## config.mk

```make
export PLATFORM = sky130hd
export DESIGN_NAME = batched_matrix_multiply
export DESIGN_NICKNAME = d
export VERILOG_FILES = /design/src/design/bmm_pkg.sv /design/src/design/batched_matrix_multiply.sv /design/src/design/bmm_ram.sv /design/src/design/bmm_mac.sv
export SDC_FILE = /design/constraint.sdc
export NUM_CORES = 2
export LEC_CHECK = 0
export CORE_MARGIN = 2
export CORE_UTILIZATION = 60
export CTS_BUF_LIST = sky130_fd_sc_hd__clkbuf_4
export DETAILED_ROUTE_END_ITERATION = 6
export DONT_BUFFER_PORTS = 1
export GPL_ROUTABILITY_DRIVEN = 0
export PLACE_DENSITY = 0.8
export SLEW_MARGIN = 5
export SYNTH_ARGS = -nofsm -noshare
export SYNTH_HDL_FRONTEND = slang
export SYNTH_SLANG_ARGS = --single-unit
```

## constraint.sdc

```tcl
create_clock -name clk -period 9.6 [get_ports clk]
set_clock_uncertainty 0.15 [all_clocks]
set_input_delay 2.4 -clock clk [delete_from_list [all_inputs] [get_ports clk]]
set_output_delay 2.4 -clock clk [all_outputs]
set_load 0.05 [all_outputs]
```

## src/design/bmm_pkg.sv

```systemverilog
package bmm_pkg;

  localparam int MAX_DIM    = 8;
  localparam int DATA_WIDTH = 16;
  localparam int DEPTH      = MAX_DIM * MAX_DIM;
  localparam int ADDR_W     = $clog2(DEPTH);
  localparam int IDX_W      = $clog2(MAX_DIM);
  localparam int DIM_W      = 4;
  localparam int CNT_W      = $clog2(2 * DEPTH + 1);
  localparam int LOAD_W     = $clog2(2 * DEPTH);
  localparam int MUL_W      = 2 * DATA_WIDTH;
  localparam int PROD_W     = 35;
  localparam int CFG_IDX_W  = 2;

  localparam logic [CFG_IDX_W-1:0] REG_ROW_COUNT   = 2'd0;
  localparam logic [CFG_IDX_W-1:0] REG_INNER_COUNT = 2'd1;
  localparam logic [CFG_IDX_W-1:0] REG_COL_COUNT   = 2'd2;

  typedef struct packed {
    logic valid;
    logic first;
    logic last;
  } mac_ctl_t;

  // zero counts as one, anything above the maximum as the maximum
  function automatic logic [DIM_W-1:0] eff_dim(input logic [DIM_W-1:0] v);
    logic [DIM_W-1:0] d;
    d = v;
    if (v == '0) begin
      d = DIM_W'(1);
    end else if (v > DIM_W'(MAX_DIM)) begin
      d = DIM_W'(MAX_DIM);
    end
    return d;
  endfunction

endpackage

```

## src/design/batched_matrix_multiply.sv

```systemverilog
// Batched matrix multiply, one shared multiply-accumulate.
// Configuration: cfg_valid/cfg_ready with cfg_index and cfg_data. Index 0 sets
// row_count, 1 inner_count, 2 col_count; any such write restarts the batch.
// Other indexes are ignored. Write only while the block is idle.
// Input: element_valid/element_ready, one element_value per transfer: A in
// row-major order, then B in row-major order.
// Output: product_valid/product_ready with product_value, out_row, out_col and
// last_of_batch, row-major, last_of_batch set on the final element.
// After B's last element the block stops taking input and computes. Each
// product element issues its inner products to the MAC one after another,
// then passes through store read, multiply and accumulate before hand-off.
// The single multiply-accumulate unit serves every product element in turn.
// A held product stalls the next dot product until it is taken; the last
// product of a batch may wait while loading of the next batch goes on.
// Reset sets all three dimensions to 8 and empties the batch; stores keep
// whatever they held.
module batched_matrix_multiply (
  input  logic                                   clk,
  input  logic                                   rst,
  input  logic                                   cfg_valid,
  output logic                                   cfg_ready,
  input  logic [bmm_pkg::CFG_IDX_W-1:0]          cfg_index,
  input  logic [bmm_pkg::DIM_W-1:0]              cfg_data,
  input  logic                                   element_valid,
  output logic                                   element_ready,
  input  logic signed [bmm_pkg::DATA_WIDTH-1:0]  element_value,
  output logic                                   product_valid,
  input  logic                                   product_ready,
  output logic signed [bmm_pkg::PROD_W-1:0]      product_value,
  output logic [bmm_pkg::IDX_W-1:0]              out_row,
  output logic [bmm_pkg::IDX_W-1:0]              out_col,
  output logic                                   last_of_batch
);

  localparam int ADDR_FW = bmm_pkg::IDX_W + bmm_pkg::DIM_W;

  typedef enum logic [1:0] {LOAD, ISSUE, WAIT} state_t;

  state_t                          state;
  logic [bmm_pkg::DIM_W-1:0]       row_count, inner_count, col_count;
  logic [bmm_pkg::DIM_W-1:0]       rows, inner, cols;
  logic [bmm_pkg::LOAD_W-1:0]      load_count, lc;
  logic [bmm_pkg::CNT_W-1:0]       a_total, total, b_off;
  logic [bmm_pkg::IDX_W-1:0]       r, c, k;
  logic [ADDR_FW-1:0]              a_addr_full, b_addr_full;
  logic                            accept, cfg_hit, a_we, b_we, batch_done;
  logic                            k_last, r_last, c_last, issue_go;
  bmm_pkg::mac_ctl_t               issue_ctl, rd_ctl;
  logic signed [bmm_pkg::DATA_WIDTH-1:0] a_rdata, b_rdata;
  logic signed [bmm_pkg::PROD_W-1:0]     mac_acc;
  logic                            mac_done;

  assign rows  = bmm_pkg::eff_dim(row_count);
  assign inner = bmm_pkg::eff_dim(inner_count);
  assign cols  = bmm_pkg::eff_dim(col_count);

  assign a_total = bmm_pkg::CNT_W'(rows) * bmm_pkg::CNT_W'(inner);
  assign total   = a_total + bmm_pkg::CNT_W'(inner) * bmm_pkg::CNT_W'(cols);

  assign cfg_ready     = 1'b1;
  assign element_ready = (state == LOAD);
  assign accept        = element_valid && element_ready;
  assign cfg_hit       = cfg_valid && (cfg_index == bmm_pkg::REG_ROW_COUNT ||
                         cfg_index == bmm_pkg::REG_INNER_COUNT ||
                         cfg_index == bmm_pkg::REG_COL_COUNT);

  assign lc         = (bmm_pkg::CNT_W'(load_count) >= total) ? '0 : load_count;
  assign a_we       = accept && (bmm_pkg::CNT_W'(lc) < a_total);
  assign b_we       = accept && !(bmm_pkg::CNT_W'(lc) < a_total);
  assign b_off      = bmm_pkg::CNT_W'(lc) - a_total;
  assign batch_done = (bmm_pkg::CNT_W'(lc) + bmm_pkg::CNT_W'(1)) == total;

  assign a_addr_full = ADDR_FW'(r) * ADDR_FW'(inner) + ADDR_FW'(k);
  assign b_addr_full = ADDR_FW'(k) * ADDR_FW'(cols) + ADDR_FW'(c);

  assign k_last = bmm_pkg::DIM_W'(k) == inner - bmm_pkg::DIM_W'(1);
  assign r_last = bmm_pkg::DIM_W'(r) == rows - bmm_pkg::DIM_W'(1);
  assign c_last = bmm_pkg::DIM_W'(c) == cols - bmm_pkg::DIM_W'(1);

  // a new dot product starts only once the output register is free
  assign issue_go = (state == ISSUE) &&
                    ((k != '0) || !product_valid || product_ready);

  always_comb begin
    issue_ctl.valid = issue_go;
    issue_ctl.first = (k == '0);
    issue_ctl.last  = k_last;
  end

  bmm_ram #(
    .DEPTH (bmm_pkg::DEPTH),
    .WIDTH (bmm_pkg::DATA_WIDTH)
  ) u_a_ram (
    .clk   (clk),
    .we    (a_we),
    .waddr (lc[bmm_pkg::ADDR_W-1:0]),
    .wdata (element_value),
    .raddr (a_addr_full[bmm_pkg::ADDR_W-1:0]),
    .rdata (a_rdata)
  );

  bmm_ram #(
    .DEPTH (bmm_pkg::DEPTH),
    .WIDTH (bmm_pkg::DATA_WIDTH)
  ) u_b_ram (
    .clk   (clk),
    .we    (b_we),
    .waddr (b_off[bmm_pkg::ADDR_W-1:0]),
    .wdata (element_value),
    .raddr (b_addr_full[bmm_pkg::ADDR_W-1:0]),
    .rdata (b_rdata)
  );

  bmm_mac u_mac (
    .clk  (clk),
    .rst  (rst),
    .ctl  (rd_ctl),
    .a    (a_rdata),
    .b    (b_rdata),
    .acc  (mac_acc),
    .done (mac_done)
  );

  always_ff @(posedge clk) begin
    if (rst) begin
      state         <= LOAD;
      row_count     <= bmm_pkg::DIM_W'(bmm_pkg::MAX_DIM);
      inner_count   <= bmm_pkg::DIM_W'(bmm_pkg::MAX_DIM);
      col_count     <= bmm_pkg::DIM_W'(bmm_pkg::MAX_DIM);
      load_count    <= '0;
      r             <= '0;
      c             <= '0;
      k             <= '0;
      rd_ctl        <= '0;
      product_valid <= 1'b0;
    end else begin
      rd_ctl <= issue_ctl;
      if (product_valid && product_ready) begin
        product_valid <= 1'b0;
      end
      if (cfg_hit) begin
        load_count <= '0;
        case (cfg_index)
          bmm_pkg::REG_ROW_COUNT:   row_count   <= cfg_data;
          bmm_pkg::REG_INNER_COUNT: inner_count <= cfg_data;
          bmm_pkg::REG_COL_COUNT:   col_count   <= cfg_data;
          default: ;
        endcase
      end
      case (state)
        LOAD: begin
          if (accept) begin
            if (batch_done) begin
              load_count <= '0;
              r          <= '0;
              c          <= '0;
              k          <= '0;
              state      <= ISSUE;
            end else begin
              load_count <= lc + bmm_pkg::LOAD_W'(1);
            end
          end
        end
        ISSUE: begin
          if (issue_go) begin
            if (k_last) begin
              k     <= '0;
              state <= WAIT;
            end else begin
              k <= k + bmm_pkg::IDX_W'(1);
            end
          end
        end
        WAIT: begin
          if (mac_done) begin
            product_valid <= 1'b1;
            product_value <= mac_acc;
            out_row       <= r;
            out_col       <= c;
            last_of_batch <= r_last && c_last;
            if (c_last) begin
              c <= '0;
              if (r_last) begin
                r     <= '0;
                state <= LOAD;
              end else begin
                r     <= r + bmm_pkg::IDX_W'(1);
                state <= ISSUE;
              end
            end else begin
              c     <= c + bmm_pkg::IDX_W'(1);
              state <= ISSUE;
            end
          end
        end
        default: state <= LOAD;
      endcase
    end
  end

  a_done_in_wait: assert property (@(posedge clk) disable iff (rst)
    mac_done |-> state == WAIT)
    else $error("accumulator finished outside the wait state");

  a_out_free_at_done: assert property (@(posedge clk) disable iff (rst)
    mac_done |-> !product_valid)
    else $error("dot product finished while output register still full");

  a_last_is_corner: assert property (@(posedge clk) disable iff (rst)
    (product_valid && last_of_batch) |->
      (bmm_pkg::DIM_W'(out_row) == rows - bmm_pkg::DIM_W'(1) &&
       bmm_pkg::DIM_W'(out_col) == cols - bmm_pkg::DIM_W'(1)))
    else $error("last flag on a product element that is not the final one");

  a_no_issue_while_load: assert property (@(posedge clk) disable iff (rst)
    rd_ctl.valid |-> $past(state) == ISSUE)
    else $error("store read issued outside the issue state");

endmodule

```

## src/design/bmm_ram.sv

```systemverilog
module bmm_ram #(
  parameter int DEPTH  = 64,
  parameter int WIDTH  = 16,
  parameter int ADDR_W = $clog2(DEPTH)
) (
  input  logic              clk,
  input  logic              we,
  input  logic [ADDR_W-1:0] waddr,
  input  logic [WIDTH-1:0]  wdata,
  input  logic [ADDR_W-1:0] raddr,
  output logic [WIDTH-1:0]  rdata
);

  logic [WIDTH-1:0] mem [DEPTH];

  always_ff @(posedge clk) begin
    if (we) begin
      mem[waddr] <= wdata;
    end
    rdata <= mem[raddr];
  end

endmodule

```

## src/design/bmm_mac.sv

```systemverilog
module bmm_mac (
  input  logic                                    clk,
  input  logic                                    rst,
  input  bmm_pkg::mac_ctl_t                       ctl,
  input  logic signed [bmm_pkg::DATA_WIDTH-1:0]   a,
  input  logic signed [bmm_pkg::DATA_WIDTH-1:0]   b,
  output logic signed [bmm_pkg::PROD_W-1:0]       acc,
  output logic                                    done
);

  logic signed [bmm_pkg::MUL_W-1:0] prod;
  bmm_pkg::mac_ctl_t                p_ctl;

  always_ff @(posedge clk) begin
    if (rst) begin
      p_ctl <= '0;
      done  <= 1'b0;
    end else begin
      p_ctl <= ctl;
      done  <= p_ctl.valid && p_ctl.last;
    end
    prod <= a * b;
    if (p_ctl.valid) begin
      if (p_ctl.first) begin
        acc <= bmm_pkg::PROD_W'(prod);
      end else begin
        acc <= acc + bmm_pkg::PROD_W'(prod);
      end
    end
  end

endmodule

```

==> summary.log <==
INFO  power          cellPowerDensity=251nW/µm²
INFO  die            core_region_area=162000µm²
INFO  logic_synthesis avgSynthCellArea=18.7µm²
INFO  route          avgViaCountPerCell=6.30
INFO  sta            maxSlewHeadroom=0.115
INFO  power          cellLeakagePower=36.9nW
INFO  route          postRouteAntennaNets=0
INFO  route          wl_per_cell=27.3µm
INFO  placed_design  preCtsSetupSlack=-235ps
INFO  die            die-area=167000µm²
INFO  logic_synthesis synthesized_instance_count=5233
INFO  sta            fin_setup_tns=0ps
INFO  logic_synthesis synth_async_sr_flop_share=0
INFO  global_routing first_global_vias=53100
INFO  layout         layout-drive-gt1-share=0.285
INFO  logic_synthesis synth_nets=5729
INFO  route          drtIter0Drc=7222
INFO  logic_synthesis seq_area_frac_synth=0.672
INFO  logic_synthesis yosysWarnings=0
INFO  worst_setup_path regToRegSetupSlack=280ps
INFO  clock_network  buffer_depth_of_the_longest_clock_path=4
INFO  global_routing grt_overflow=0
INFO  logic_synthesis synth_cell_type_count=75
INFO  sta            tightest_slew=1320ps
INFO  worst_setup_path crit_path_start_kind=flop
INFO  global_routing global_route_wire_length_before_repair=338000µm
INFO  placed_design  dpl.hpwl=139000µm
INFO  sta            final.period_utilization=0.971
INFO  layout         layout.cells.most_common_list=edfxtp_1, clkbuf_4, mux4_2
INFO  die            ioPinCount=72
INFO  worst_setup_path arrival_worst_endpoint=10150ps
INFO  logic_synthesis netlist_area=98000µm²
INFO  worst_setup_path timing.rr.start=inner_count[1]
INFO  logic_synthesis synth_ff_type=edfxtp_1
INFO  placed_design  dpl.cell_count=7385
INFO  clock_network  clkLatencyLatePin=1400ps
INFO  sta            grt_setup_unrepaired=true
INFO  sta            max_freq=107MHz
INFO  worst_setup_path crit_path_max_fanout=16
INFO  worst_setup_path worstSetupEndpoint=u_b_ram.mem[40][5]
INFO  worst_setup_path cp_data_required_time=10420ps
INFO  die            floorplan.die.width=408µm
INFO  clock_network  htree_levels=6
INFO  route          wl=227000µm
INFO  global_routing global_route.usage.total=0.276
INFO  global_routing grt_max_degree=129
INFO  die            placementRows=148
INFO  route          route.detailed.drc=0
INFO  worst_setup_path critical-path-top-cell-by-count=inv_1
INFO  clock_network  cts_tree=done
INFO  logic_synthesis ys_seq_elements=2227
INFO  route          drt_pre_antenna_iters=7
INFO  sta            final-max-slew-violation-count=0
INFO  die            die_y=408µm
INFO  layout         final-instance-count-excl-fill=8329
INFO  worst_setup_path regToRegEndpoint=u_b_ram.mem[40][5]
INFO  clock_network  clock_sink_count=2227
INFO  worst_setup_path end_kind=flop
INFO  worst_setup_path timing.reg2reg.worst_path_depth=32
INFO  clock_network  clock_tree.root_cell=clkbuf_4
INFO  layout         area_delta_synth_final=10.9%
INFO  sta            finalHoldViolations=0
INFO  route          vias=52500
INFO  sta            worst_hold_slack=284ps
INFO  layout         finalNetCount=6267
INFO  flow_run       maxCapViolations=0
INFO  sta            final.min_clock_period=9320ps
INFO  power          pwr_total=0.0272W
INFO  power          ir_drop=365µV
INFO  worst_setup_path crit_path_max_cell_delay=750ps
INFO  clock_network  cts-buffers-inserted=552
INFO  hold_path      min_path_cells=1
INFO  clock_network  clkTransAtPathRegs=70ps
INFO  worst_setup_path critPathSlowestCell=nor2_2
INFO  global_routing antenna_found_initial=7
INFO  sta            final_setup_fails=0
INFO  worst_setup_path worstSetupPathType=reg2reg
INFO  sta            post-route-worst-setup-slack=279ps
INFO  logic_synthesis edff_count_synth=2125
INFO  worst_setup_path start_point_of_the_critical_path=inner_count[1]
INFO  layout         layout.cells.most_common=edfxtp_1
INFO  placed_design  portBuffers=0
INFO  hold_path      holdCritPathClass=reg2reg
INFO  run_status     run_status=finished, final reports clean
INFO  die            initial_core_utilization=0.603
==> worst max-delay path, delay by kind of cell, from the launching register on <==
kind            cells  cell delay [ps]
buf+inv             6              630
flops               1              390
simple gates        9             3030
compound gates      8             1370
xor+xnor            2              460
fa+ha+maj           7             2890
==> Yosys cell counts, types with 4 or more instances <==
cell,number,area [µm²]
a31oi_1,12,75.1
nand3_1,29,145
xor2_1,38,333
o31ai_1,13,97.6
fa_1,285,5710
o21ai_1,4,20.0
nor2b_1,49,307
and3_1,13,81.3
nand2_1,235,882
mux4_2,640,14400
and2_1,141,882
a32oi_1,5,43.8
nor4_1,5,31.3
o211ai_1,8,60.1
nand3b_1,4,30.0
a211oi_1,38,285
ha_1,184,2300
o21ai_0,70,350
dfxtp_1,102,2040
a21o_1,32,240
mux2i_1,50,500
nand4_1,8,50.1
or2_2,6,37.5
nor3b_1,5,37.5
buf_2,17,85.1
o21a_1,12,90.1
a21oi_1,108,541
inv_1,380,1430
o21bai_1,10,75.1
nor2_1,221,830
clkbuf_1,168,631
nand2b_1,25,156
xnor2_1,64,561
or3_1,9,56.3
nor3_1,29,145
buf_1,33,124
edfxtp_1,2125,63800
==> where the power goes <==
group          internal [W]  switching [W]
Sequential           0.0109       0.000114
Combinational       0.00388        0.00465
Clock               0.00404        0.00363
==> worst min path at each step <==
stage / start / endpoint / slack (ps)
finish: rd_ctl[2] / u_mac.p_ctl[2] / 280
global route: rd_ctl[2] / u_mac.p_ctl[2] / 280
CTS: rd_ctl[2] / u_mac.p_ctl[2] / 270
detailed placement: rd_ctl[1] / u_mac.p_ctl[1] / 280
global placement: rd_ctl[0] / u_mac.p_ctl[0] / 270
floorplan: rd_ctl[0] / u_mac.p_ctl[0] / 260
==> sequential cells by signal, summed over array words and instances, names as in the netlist, 4 cells and up <==
| signal | flops |
|---|---|
| col_count | 4 |
| inner_count | 4 |
| load_count | 7 |
| product_value | 35 |
| row_count | 4 |
| u_a_ram.mem | 1024 |
| u_a_ram.rdata | 16 |
| u_b_ram.mem | 1024 |
| u_b_ram.rdata | 16 |
| u_mac.acc | 35 |
| u_mac.prod | 32 |
==> area by class of cell <==
type | count | area, µm²
sequential | 2227 | 65900
fill | 10200 | 53700
multi-input combinational | 2404 | 30200
clock buffer | 788 | 5920
tap | 2175 | 2720
timing repair buffer | 204 | 1680
inverter | 382 | 1430
clock inverter | 142 | 826
antenna | 7 | 17.5
==> metal layers <==
layer,routed length [µm],part of all wire,global-route usage,vias to the layer above
met5,14,0.000062,0,-
met4,6160,0.027,0.0910,2
met3,29000,0.13,0.0796,397
met2,106000,0.47,0.413,3659
met1,86000,0.38,0.398,26700
li1,-,-,-,21800
==> repair_timing <==
item	in CTS	in global routing
pin swaps	0	4
gates cloned	0	5
endpoints found under the setup margin	273	1984
hold buffers	0	0
buffers inserted	0	2
gates resized for setup	9	70
==> cell families (layout without fill, tap and decap cells) <==
| logic type | count (synthesis) | in the layout | share of synthesized area |
|---|---|---|---|
| buf+inv | 602 | 1516 | 0.0234 |
| mux | 692 | 692 | 0.152 |
| fa+ha+maj | 469 | 469 | 0.0817 |
| flops | 2227 | 2227 | 0.672 |
| xor+xnor | 102 | 102 | 0.00912 |
| compound gates | 348 | 348 | 0.0227 |
| simple gates | 792 | 792 | 0.0387 |
| other cells | 1 | 8 | 0.0000383 |
==> per-stage QoR <==
step | utilization | cell area (µm²)
global route | 0.669 | 109000
global placement | 0.626 | 102000
floorplan | - | 98100
CTS | 0.667 | 108000
finish | 0.669 | 109000
detailed placement | 0.626 | 102000
No activity file was read; power rests on OpenSTA's default activity.
